### src/rtl/assert_macros.svh
// Assertion macros shared by the list unit modules.
// Each use stands on a line of its own and needs no trailing semicolon.
`ifndef ASSERT_MACROS_SVH
`define ASSERT_MACROS_SVH
`ifndef SYNTHESIS
`define ASSERT_ALWAYS(label, clk, rst_n, expr) \
	label: assert property (@(posedge clk) disable iff (!rst_n) (expr)) \
		else $error("assertion failed");
`define ASSERT_IMPLIES(label, clk, rst_n, ante, cons) \
	label: assert property (@(posedge clk) disable iff (!rst_n) (ante) |-> (cons)) \
		else $error("assertion failed");
`define ASSERT_NEXT(label, clk, rst_n, ante, cons) \
	label: assert property (@(posedge clk) disable iff (!rst_n) (ante) |=> (cons)) \
		else $error("assertion failed");
`else
`define ASSERT_ALWAYS(label, clk, rst_n, expr)
`define ASSERT_IMPLIES(label, clk, rst_n, ante, cons)
`define ASSERT_NEXT(label, clk, rst_n, ante, cons)
`endif
`endif

### src/rtl/oal_pkg.sv
package oal_pkg;

	// List geometry
	localparam int CAPACITY = 128;
	localparam int WORD_BITS = 32;
	localparam int ADDR_BITS = (CAPACITY > 1) ? $clog2(CAPACITY) : 1;
	localparam int CNT_BITS = $clog2(CAPACITY + 1);

	// Interface field widths
	localparam int OP_BITS = 3;
	localparam int POS_BITS = 7;
	localparam int VALUE_BITS = 32;
	localparam int READ_BITS = 32;
	localparam int COUNT_OUT_BITS = 8;
	localparam int STATUS_BITS = 2;
	localparam int IN_TDATA_BITS = 48;
	localparam int OUT_TDATA_BITS = 48;

	// Compare width that holds both a position and a count
	localparam int CMP_BITS = (CNT_BITS > POS_BITS) ? CNT_BITS : POS_BITS + 1;
	localparam logic [CNT_BITS-1:0] CAP_COUNT = CNT_BITS'(CAPACITY);

	typedef enum logic [OP_BITS-1:0] {
		OP_GET    = 3'd0,
		OP_SET    = 3'd1,
		OP_INSERT = 3'd2,
		OP_DELETE = 3'd3,
		OP_SEARCH = 3'd4
	} op_t;

	typedef enum logic [STATUS_BITS-1:0] {
		ST_OK        = 2'd0,
		ST_BAD_INDEX = 2'd1,
		ST_FULL      = 2'd2,
		ST_EMPTY     = 2'd3
	} status_t;

	// Read address source
	typedef enum logic [1:0] {
		RA_POS = 2'd0,
		RA_K   = 2'd1,
		RA_KM1 = 2'd2,
		RA_KP1 = 2'd3
	} rd_sel_t;

	// Loop index update
	typedef enum logic [2:0] {
		K_HOLD       = 3'd0,
		K_LOAD_COUNT = 3'd1,
		K_LOAD_POS   = 3'd2,
		K_LOAD_ZERO  = 3'd3,
		K_INC        = 3'd4,
		K_DEC        = 3'd5
	} k_op_t;

	typedef struct packed {
		logic    capture;
		k_op_t   k_op;
		logic    rd_en;
		rd_sel_t rd_sel;
		logic    wr_en;
		logic    wr_at_k;
		logic    wr_from_ram;
		logic    cnt_inc;
		logic    cnt_dec;
		logic    set_status;
		status_t status;
		logic    take_read;
		logic    set_found;
		logic    load_result;
	} cmd_t;

	typedef struct packed {
		op_t  op;
		logic pos_lt_cnt;
		logic pos_le_cnt;
		logic full;
		logic empty;
		logic k_gt_pos;
		logic kp1_lt_cnt;
		logic k_lt_cnt;
		logic match;
	} sts_t;

endpackage

### src/rtl/oal_ctrl.sv
`include "assert_macros.svh"

module oal_ctrl (
	input  logic          clk,
	input  logic          arst_n,
	input  logic          s_tvalid,
	output logic          s_tready,
	output logic          m_tvalid,
	input  logic          m_tready,
	input  oal_pkg::sts_t sts,
	output oal_pkg::cmd_t cmd
);

	typedef enum logic [9:0] {
		S_IDLE     = 10'b00_0000_0001,
		S_DECODE   = 10'b00_0000_0010,
		S_GET_WAIT = 10'b00_0000_0100,
		S_INS_CHK  = 10'b00_0000_1000,
		S_INS_WR   = 10'b00_0001_0000,
		S_DEL_CHK  = 10'b00_0010_0000,
		S_DEL_WR   = 10'b00_0100_0000,
		S_SRCH_CHK = 10'b00_1000_0000,
		S_SRCH_CMP = 10'b01_0000_0000,
		S_DONE     = 10'b10_0000_0000
	} state_t;

	state_t state_q;
	state_t state_d;
	logic   m_tvalid_q;

	// Sequence each operation
	always_comb begin
		state_d = state_q;
		cmd     = '0;
		case (state_q)
			S_IDLE: begin
				if (s_tvalid) begin
					cmd.capture = 1'b1;
					state_d     = S_DECODE;
				end
			end
			S_DECODE: begin
				state_d = S_DONE;
				case (sts.op)
					oal_pkg::OP_GET: begin
						if (sts.pos_lt_cnt) begin
							cmd.rd_en  = 1'b1;
							cmd.rd_sel = oal_pkg::RA_POS;
							state_d    = S_GET_WAIT;
						end else begin
							cmd.set_status = 1'b1;
							cmd.status     = oal_pkg::ST_BAD_INDEX;
						end
					end
					oal_pkg::OP_SET: begin
						if (sts.pos_lt_cnt) begin
							cmd.wr_en = 1'b1;
						end else begin
							cmd.set_status = 1'b1;
							cmd.status     = oal_pkg::ST_BAD_INDEX;
						end
					end
					oal_pkg::OP_INSERT: begin
						if (sts.full) begin
							cmd.set_status = 1'b1;
							cmd.status     = oal_pkg::ST_FULL;
						end else if (!sts.pos_le_cnt) begin
							cmd.set_status = 1'b1;
							cmd.status     = oal_pkg::ST_BAD_INDEX;
						end else begin
							cmd.k_op = oal_pkg::K_LOAD_COUNT;
							state_d  = S_INS_CHK;
						end
					end
					oal_pkg::OP_DELETE: begin
						if (sts.empty) begin
							cmd.set_status = 1'b1;
							cmd.status     = oal_pkg::ST_EMPTY;
						end else if (!sts.pos_lt_cnt) begin
							cmd.set_status = 1'b1;
							cmd.status     = oal_pkg::ST_BAD_INDEX;
						end else begin
							cmd.k_op = oal_pkg::K_LOAD_POS;
							state_d  = S_DEL_CHK;
						end
					end
					oal_pkg::OP_SEARCH: begin
						cmd.k_op = oal_pkg::K_LOAD_ZERO;
						state_d  = S_SRCH_CHK;
					end
					default: begin
						state_d = S_DONE;
					end
				endcase
			end
			S_GET_WAIT: begin
				cmd.take_read = 1'b1;
				state_d       = S_DONE;
			end
			// Shift up from the tail, then drop the new value in
			S_INS_CHK: begin
				if (sts.k_gt_pos) begin
					cmd.rd_en  = 1'b1;
					cmd.rd_sel = oal_pkg::RA_KM1;
					state_d    = S_INS_WR;
				end else begin
					cmd.wr_en   = 1'b1;
					cmd.cnt_inc = 1'b1;
					state_d     = S_DONE;
				end
			end
			S_INS_WR: begin
				cmd.wr_en       = 1'b1;
				cmd.wr_at_k     = 1'b1;
				cmd.wr_from_ram = 1'b1;
				cmd.k_op        = oal_pkg::K_DEC;
				state_d         = S_INS_CHK;
			end
			// Shift down over the removed element
			S_DEL_CHK: begin
				if (sts.kp1_lt_cnt) begin
					cmd.rd_en  = 1'b1;
					cmd.rd_sel = oal_pkg::RA_KP1;
					state_d    = S_DEL_WR;
				end else begin
					cmd.cnt_dec = 1'b1;
					state_d     = S_DONE;
				end
			end
			S_DEL_WR: begin
				cmd.wr_en       = 1'b1;
				cmd.wr_at_k     = 1'b1;
				cmd.wr_from_ram = 1'b1;
				cmd.k_op        = oal_pkg::K_INC;
				state_d         = S_DEL_CHK;
			end
			// Scan from the head, stop on the first match
			S_SRCH_CHK: begin
				if (sts.k_lt_cnt) begin
					cmd.rd_en  = 1'b1;
					cmd.rd_sel = oal_pkg::RA_K;
					state_d    = S_SRCH_CMP;
				end else begin
					state_d = S_DONE;
				end
			end
			S_SRCH_CMP: begin
				if (sts.match) begin
					cmd.set_found = 1'b1;
					state_d       = S_DONE;
				end else begin
					cmd.k_op = oal_pkg::K_INC;
					state_d  = S_SRCH_CHK;
				end
			end
			S_DONE: begin
				if (!m_tvalid_q || m_tready) begin
					cmd.load_result = 1'b1;
					state_d         = S_IDLE;
				end
			end
			default: begin
				state_d = S_IDLE;
			end
		endcase
	end

	always_ff @(posedge clk or negedge arst_n) begin
		if (!arst_n) begin
			state_q <= S_IDLE;
		end else begin
			state_q <= state_d;
		end
	end

	// Result valid: set on load, drop once the transfer completes
	always_ff @(posedge clk or negedge arst_n) begin
		if (!arst_n) begin
			m_tvalid_q <= 1'b0;
		end else if (cmd.load_result) begin
			m_tvalid_q <= 1'b1;
		end else if (m_tready) begin
			m_tvalid_q <= 1'b0;
		end
	end

	assign s_tready = state_q == S_IDLE;
	assign m_tvalid = m_tvalid_q;

	`ASSERT_IMPLIES(a_no_overwrite, clk, arst_n, cmd.load_result, !m_tvalid_q || m_tready)
	`ASSERT_NEXT(a_load_shows, clk, arst_n, cmd.load_result, m_tvalid_q)

endmodule

### config.mk
export PLATFORM = sky130hd
export DESIGN_NAME = oal_ctrl
export DESIGN_NICKNAME = d
export VERILOG_FILES = /design/src/rtl/oal_pkg.sv /design/src/rtl/oal_ctrl.sv
export VERILOG_INCLUDE_DIRS = /design/src /design/src/rtl
export SDC_FILE = /design/constraint.sdc
export NUM_CORES = 1
export LEC_CHECK = 0
export BUFFER_PORTS_ARGS = -buffer_cell sky130_fd_sc_hd__buf_2
export CAP_MARGIN = 40
export CORE_AREA = 4 4 63 65
export DETAILED_ROUTE_END_ITERATION = 8
export DIE_AREA = 0 0 67 69
export SETUP_SLACK_MARGIN = 0.15
export SYNTH_ARGS = -nofsm -noshare
export SYNTH_HDL_FRONTEND = slang
export SYNTH_SLANG_ARGS = --single-unit
### constraint.sdc
create_clock -name clk -period 2.25 [get_ports clk]
set_input_delay 0.5625 -clock clk [delete_from_list [all_inputs] [get_ports clk]]
set_output_delay 0.5625 -clock clk [all_outputs]
set_load 0.02 [all_outputs]
==> results of run 1 <==
-- kinds of logic (layout without fill, tap and decap cells) --
family	after synthesis	count (layout)
buf+inv	20	91
simple gates	73	73
compound gates	24	24
flops	11	11
xor+xnor	3	3
mux	1	1
-- metal layers --
layer / up-vias / global-route usage / part of all wire
met2: 41 / 0.2838 / 0.53
li1: 625 / - / -
met4: 0 / 0.02252 / 0.011
met5: - / 0 / 0
met3: 8 / 0.04221 / 0.062
met1: 624 / 0.1876 / 0.40
-- flip-flops by register name, indices dropped and copies added, names as in the netlist --
register and cells:
m_tvalid 1, state_q 10
-- power groups by stage --
| stage | combinational [mW] | sequential [mW] | clock [mW] |
|---|---|---|---|
| 2_1_floorplan | 0.287 | 0.270 | 0 |
| 3_3_place_gp | 0.538 | 0.258 | 0 |
| 3_5_place_dp | 0.545 | 0.264 | 0 |
| 4_1_cts | 0.742 | 0.257 | 0.146 |
| 5_1_grt | 0.914 | 0.262 | 0.158 |
| 6_report | 0.858 | 0.258 | 0.143 |
-- Yosys cell counts, types with 4 or more instances --
cell	count	area share
nor3_1	6	0.030
o21ai_0	10	0.050
nor4b_1	4	0.035
nor4_1	5	0.031
buf_2	4	0.020
inv_1	13	0.049
dfrtp_1	10	0.25
nor2_1	9	0.034
nand2_1	9	0.034
nor3b_1	4	0.030
nand4_1	4	0.025
-- path summary, 6_finish.rpt --
path / startpoint / endpoint
setup / recovery: state_q[1]$_DFFE_PN0P_ / cmd[13]
hold / removal: arst_n / state_q[1]$_DFFE_PN0P_
setup reg to reg: state_q[1]$_DFFE_PN0P_ / state_q[5]$_DFFE_PN0P_
hold reg to reg: m_tvalid$_DFFE_PN0P_ / m_tvalid$_DFFE_PN0P_
max in group asynchronous: arst_n / state_q[0]$_DFFE_PN1P_
min in group clk: m_tready / m_tvalid$_DFFE_PN0P_
-- placed cells by master, fill, tap and decap left out, types with 3 or more instances in the layout --
cell type and n:
buf_4 44, buf_2 15, buf_6 15, inv_1 11, o21ai_0 10, dfrtp_1 10
nand2_1 6, nor2_1 5, or3_4 4, nand4_1 4, nor2_2 3, nand4b_1 3
nor2b_1 3, nor3b_1 3, nor3_1 3, clkbuf_4 3
-- timing repair --
action | in CTS | in global routing
buffers inserted | 11 | 6
pin swaps | 8 | 7
hold buffers | 0 | 0
gates resized for setup | 49 | 16
gates cloned | 0 | 0
hold endpoints to repair | 0 | 0
setup endpoints to repair | 19 | 19
-- area by class of cell --
type,instances,area share
Sequential cell,11,0.1514
Multi-Input combinational cell,101,0.4603
Clock buffer,4,0.01438
Timing Repair Buffer,74,0.3144
Tap cell,46,0.03151
Inverter,13,0.02808
==> results.py, run 1 <==
metrics = {
    "cts": {
        "cts_max_path_buffers": 2,
        "clock_latency_ns": 0.28,
        "clock_sinks": 11,
        "numCtsBuffers": 3,
        "clk_pin_slew_ns": 0.07,
        "cts_root_buf": "clkbuf_4",
        "tritoncts": "built",
        "h-tree-depth": 1,
    },
    "timing": {
        "fin_tns_setup_ns": -3.560,
        "rsz0062_at_grt": "yes",
        "drv_slew": 0,
        "timing.fmax_mhz": 389.7,
        "fin_skew_ns": 0.0006279,
        "worst_slack_ns": -0.3160,
        "period_needed_ns": 2.566,
        "final-hold-violation-count": 0,
        "max-slew-margin-rel": 0.6688,
        "period_share": 1.140,
        "setup_viol": 18,
        "holdWs_ns": 0.1482,
        "tightest_slew_ns": 0.4958,
    },
    "floorplan": {
        "dieArea_mm2": 0.004623,
        "rows": 21,
        "dieHeight_um": 69,
        "core_area_mm2": 0.003337,
        "start_util": 0.3007,
        "num_io_pins": 35,
        "die_w_um": 67,
    },
    "flow_run": {
        "maxCapViolations": 0,
    },
    "place": {
        "placed_cells": 228,
        "dp_slack_ns": -0.02403,
        "routabilityCongestion": 0.8514,
        "placed_area_mm2": 0.001421,
        "dpl.hpwl_um": 2528,
        "portBuffers": 34,
    },
    "min_path": {
        "min_path_type": "primary input to async pin",
    },
    "synthesis": {
        "synthXorXnorAreaFrac": 0.02618,
        "ys_warn_count": 0,
        "syn_area_mm2": 0.001003,
        "synth_adder_area_share": 0,
        "synth_edf_count": 0,
        "synth_compound_area_frac": 0.1509,
        "synth_top_family_by_area": "simple AND/OR/NAND/NOR gates",
        "syn_inst": 132,
        "syn-mean-instance-area_um2": 7.602,
        "synth_flop_cell": "dfrtp_1",
        "synthDistinctLibCells": 43,
        "synthArstFlopShare": 1.000,
        "synth-simple-area-share": 0.4539,
        "synthMuxAreaShare": 0.009975,
        "synth_fp_nets": 147,
        "ys_ff_latch": 11,
        "synth_seq_area_share": 0.2756,
    },
    "routing": {
        "postRouteAntennaNets": 0,
        "via_per_inst": 5.213,
        "wire_per_inst_um": 14.88,
        "first_pass_iters": 4,
        "dr.first_iter.drc_count": 75,
        "drc": 0,
        "vias": 1298,
        "drt-total-wl_um": 3704,
    },
    "worst_setup_path": {
        "start_kind": "register",
        "crit_type": "register to output pin",
        "crit_path_end_kind": "output pin",
        "cp_cell_sequence": "or3_4, buf_4, nor4b_4, nand4_1, nand3b_1, buf_6",
        "r2r_cells": 8,
        "required_ns": 1.69,
        "worstPathArrival_ns": 2.00,
        "rrSetupSlack_ns": 0.48,
        "cpLargestDelayFamily": "simple AND/OR/NAND/NOR gates",
        "critPathSlowestCell": "dfrtp_1",
        "slowest_delay_ns": 0.42,
        "cp.depth": 6,
        "path_buf_inv": 2,
        "path_max_fanout": 4,
    },
    "final_layout": {
        "regArea_um2": 276.5,
        "nFillCells": 311,
        "stdcell_area_mm2": 0.001827,
        "drive_gt1_frac": 0.5665,
        "final_nets": 219,
        "syn_to_final_growth_pct": 82.04,
        "post-route-util": 0.5474,
        "antenna_cells": 0,
        "final_cells": 249,
        "multiInputGateArea_um2": 840.8,
    },
    "global_routing": {
        "grt_max_degree": 12,
        "overflow": 0,
        "grt_pass1_vias": 1284,
        "antenna_found_initial": 0,
        "grt_util_all_layers": 0.1583,
        "grt_pass1_wl_um": 5823,
    },
    "pwr": {
        "p_sw_mw": 0.4868,
        "comb_power_share": 0.681,
        "peakVddDrop_uv": 241.0,
        "clockPowerShare": 0.114,
        "switching_share": 0.3864,
        "powerDensity_mw_per_mm2": 689.7,
        "total_power_mw": 1.260,
        "pwr-share-seq": 0.205,
        "leakagePower_nw": 0.8940,
        "intPower_mw": 0.7731,
    },
    "run_status": {
        "violations": "setup timing",
        "run_status": "finished, violations left",
    },
}
Note: power is estimated with default switching activity, not from simulation.
==> run 2, diff against run 1 <==
--- a/config.mk
+++ b/config.mk
@@ -8,9 +8,9 @@
 export LEC_CHECK = 0
 export BUFFER_PORTS_ARGS = -buffer_cell sky130_fd_sc_hd__buf_2
 export CAP_MARGIN = 40
-export CORE_AREA = 4 4 63 65
+export CORE_AREA = 2 2 61 63
 export DETAILED_ROUTE_END_ITERATION = 8
-export DIE_AREA = 0 0 67 69
+export DIE_AREA = 0 0 63 65
 export SETUP_SLACK_MARGIN = 0.15
 export SYNTH_ARGS = -nofsm -noshare
 export SYNTH_HDL_FRONTEND = slang
==> run 2 against run 1 <==
Against the previous run:
- the flow still finishes with violations (setup timing)
- via count is 2.5% lower
- sequential share of layout area rose by 0.39 points
- combinational power decreased by 9.8%
- clock skew increased by 0.017 ns
- critical path depth down 1
- sequential power increased by 2%
- cell count unchanged
- die area down 11%
- hold slack worse by 0.020 ns
- first-iteration DRC count down 32%
==> results.py, run 2 (synthesis results as in run 1) <==
metrics = {
    "run_status": {
        "run_status": "finished, violations left",
        "violations": "setup timing",
    },
    "timing": {
        "drv_slew": 0,
        "final-hold-violation-count": 0,
        "rsz0062_at_grt": "yes",
        "max-slew-margin-rel": 0.6560,
        "fin_skew_ns": 0.01775,
        "worst_slack_ns": -0.3365,
        "tightest_slew_ns": 0.5150,
        "period_needed_ns": 2.586,
        "fin_tns_setup_ns": -3.012,
        "setup_viol": 14,
        "timing.fmax_mhz": 386.6,
        "period_share": 1.150,
        "holdWs_ns": 0.1284,
    },
    "worst_setup_path": {
        "cp_cell_sequence": "or3_4, or3_4, or3_4, nand3_2, buf_6",
        "crit_path_end_kind": "output pin",
        "path_max_fanout": 4,
        "cpMostUsedCell": "or3_4",
        "rr_startpoint": "state_q[1]$_DFFE_PN0P_",
        "required_ns": 1.69,
        "path_buf_inv": 1,
        "cpLargestDelayFamily": "simple AND/OR/NAND/NOR gates",
        "crit_type": "register to output pin",
        "r2r_cells": 6,
        "critPathSlowestCell": "dfrtp_1",
        "start_kind": "register",
        "r2r-end": "state_q[8]$_DFFE_PN0P_",
        "rrSetupSlack_ns": 0.49,
        "slowest_delay_ns": 0.42,
        "worstPathArrival_ns": 2.02,
    },
    "routing": {
        "postRouteAntennaNets": 0,
        "drt-total-wl_um": 3449,
        "via_per_inst": 5.084,
        "wire_per_inst_um": 13.85,
        "vias": 1266,
        "dr.first_iter.drc_count": 51,
        "first_pass_iters": 4,
        "drc": 0,
    },
    "floorplan": {
        "num_io_pins": 35,
        "core_area_mm2": 0.003496,
        "dieHeight_um": 65,
        "dieArea_mm2": 0.004095,
        "die_w_um": 63,
        "start_util": 0.2870,
        "rows": 22,
    },
    "place": {
        "routabilityCongestion": 0.9255,
        "dpl.hpwl_um": 2665,
        "portBuffers": 34,
    },
    "final_layout": {
        "syn_to_final_growth_pct": 79.05,
        "top_register": "state_q",
        "final_cell_mix": "buf_4, buf_2, buf_6",
        "drive_gt1_frac": 0.5572,
        "largest_reg_flops": 10,
        "antenna_cells": 0,
        "final_common_cell": "buf_4",
        "final_nets": 217,
    },
    "cts": {
        "hold_buffers": 0,
        "numCtsBuffers": 3,
        "clock_latency_ns": 0.29,
        "clock_sinks": 11,
        "h-tree-depth": 1,
        "cts_max_path_buffers": 2,
        "cts_root_buf": "clkbuf_4",
        "tritoncts": "built",
        "clk_pin_slew_ns": 0.09,
    },
    "pwr": {
        "leakagePower_nw": 0.8781,
        "powerDensity_mw_per_mm2": 660.8,
        "peakVddDrop_uv": 250.7,
    },
    "global_routing": {
        "grt_pass1_vias": 1255,
        "overflow": 0,
        "grt_max_degree": 12,
        "grt_util_all_layers": 0.1796,
        "grt_pass1_wl_um": 5782,
        "antenna_found_initial": 0,
    },
    "flow_run": {
        "maxCapViolations": 0,
    },
    "min_path": {
        "min_path_type": "primary input to async pin",
    },
}
## run 2: stage by stage
stage | cell area (µm²) | cells | power, mW | setup WS [ns] | util
6_report | 1797 | 249 | 1.187 | -0.3365 | 0.5140
3_3_place_gp | 1439 | 232 | 0.7675 | -0.01178 | 0.4116
4_1_cts | 1677 | 242 | 1.071 | -0.3392 | 0.4796
2_1_floorplan | 1065 | 132 | 0.5570 | 0.06206 | -
5_1_grt | 1797 | 249 | 1.252 | -0.3926 | 0.5140
3_5_place_dp | 1439 | 232 | 0.7893 | -0.07338 | 0.4116
## run 2: area by class of cell
cell class,count,area [µm²]
Clock inverter,1,5.005
Timing Repair Buffer,72,544.3
Sequential cell,11,279.0
Inverter,13,51.30
Tap cell,48,60.06
Multi-Input combinational cell,101,834.6
Fill cell,345,1699
Clock buffer,3,22.52
## run 2: what timing repair did
item,4_1_cts,5_1_grt
gates resized for setup,43,16
endpoints found under the setup margin,19,19
cloned,0,0
setup buffers,6,7
pin swaps,10,7
## run 2: how the worst max path moves through the flow
| stage | cells after the start | startpoint | end | slack, ns |
|---|---|---|---|---|
| after global placement | 7 | state_q[1]$_DFFE_PN0P_ | cmd[14] | -0.01 |
| after CTS | 5 | state_q[1]$_DFFE_PN0P_ | cmd[10] | -0.34 |
| after floorplan | 4 | state_q[0]$_DFFE_PN1P_ | cmd[10] | 0.06 |
| after global routing | 5 | state_q[1]$_DFFE_PN0P_ | cmd[10] | -0.39 |
| after detailed placement | 7 | state_q[1]$_DFFE_PN0P_ | cmd[14] | -0.07 |
| final | 5 | state_q[1]$_DFFE_PN0P_ | cmd[10] | -0.34 |
## run 2: layer usage
metal / global-route usage / up-vias / routed length, µm / share of wire
met3: 0.02431 / 7 / 116 / 0.034
met1: 0.2150 / 615 / 1481 / 0.43
met4: 0.08611 / 0 / 69 / 0.020
met5: 0 / - / 0 / 0
li1: - / 616 / - / -
met2: 0.3165 / 28 / 1781 / 0.52
## run 2: worst reg2reg max path, cell delays in order (launching register included)
cell and delay [ns]:
dfrtp_1 0.42, or3_4 0.41, nor4b_2 0.31, nand4_1 0.23, buf_4 0.19, buf_4 0.12
inv_1 0.04
## run 2: where the power goes
part	switching, mW	internal, mW	leakage (nW)
sequential	0.0332	0.230	0.146
combinational	0.357	0.418	0.715
clock	0.0840	0.0662	0.0177
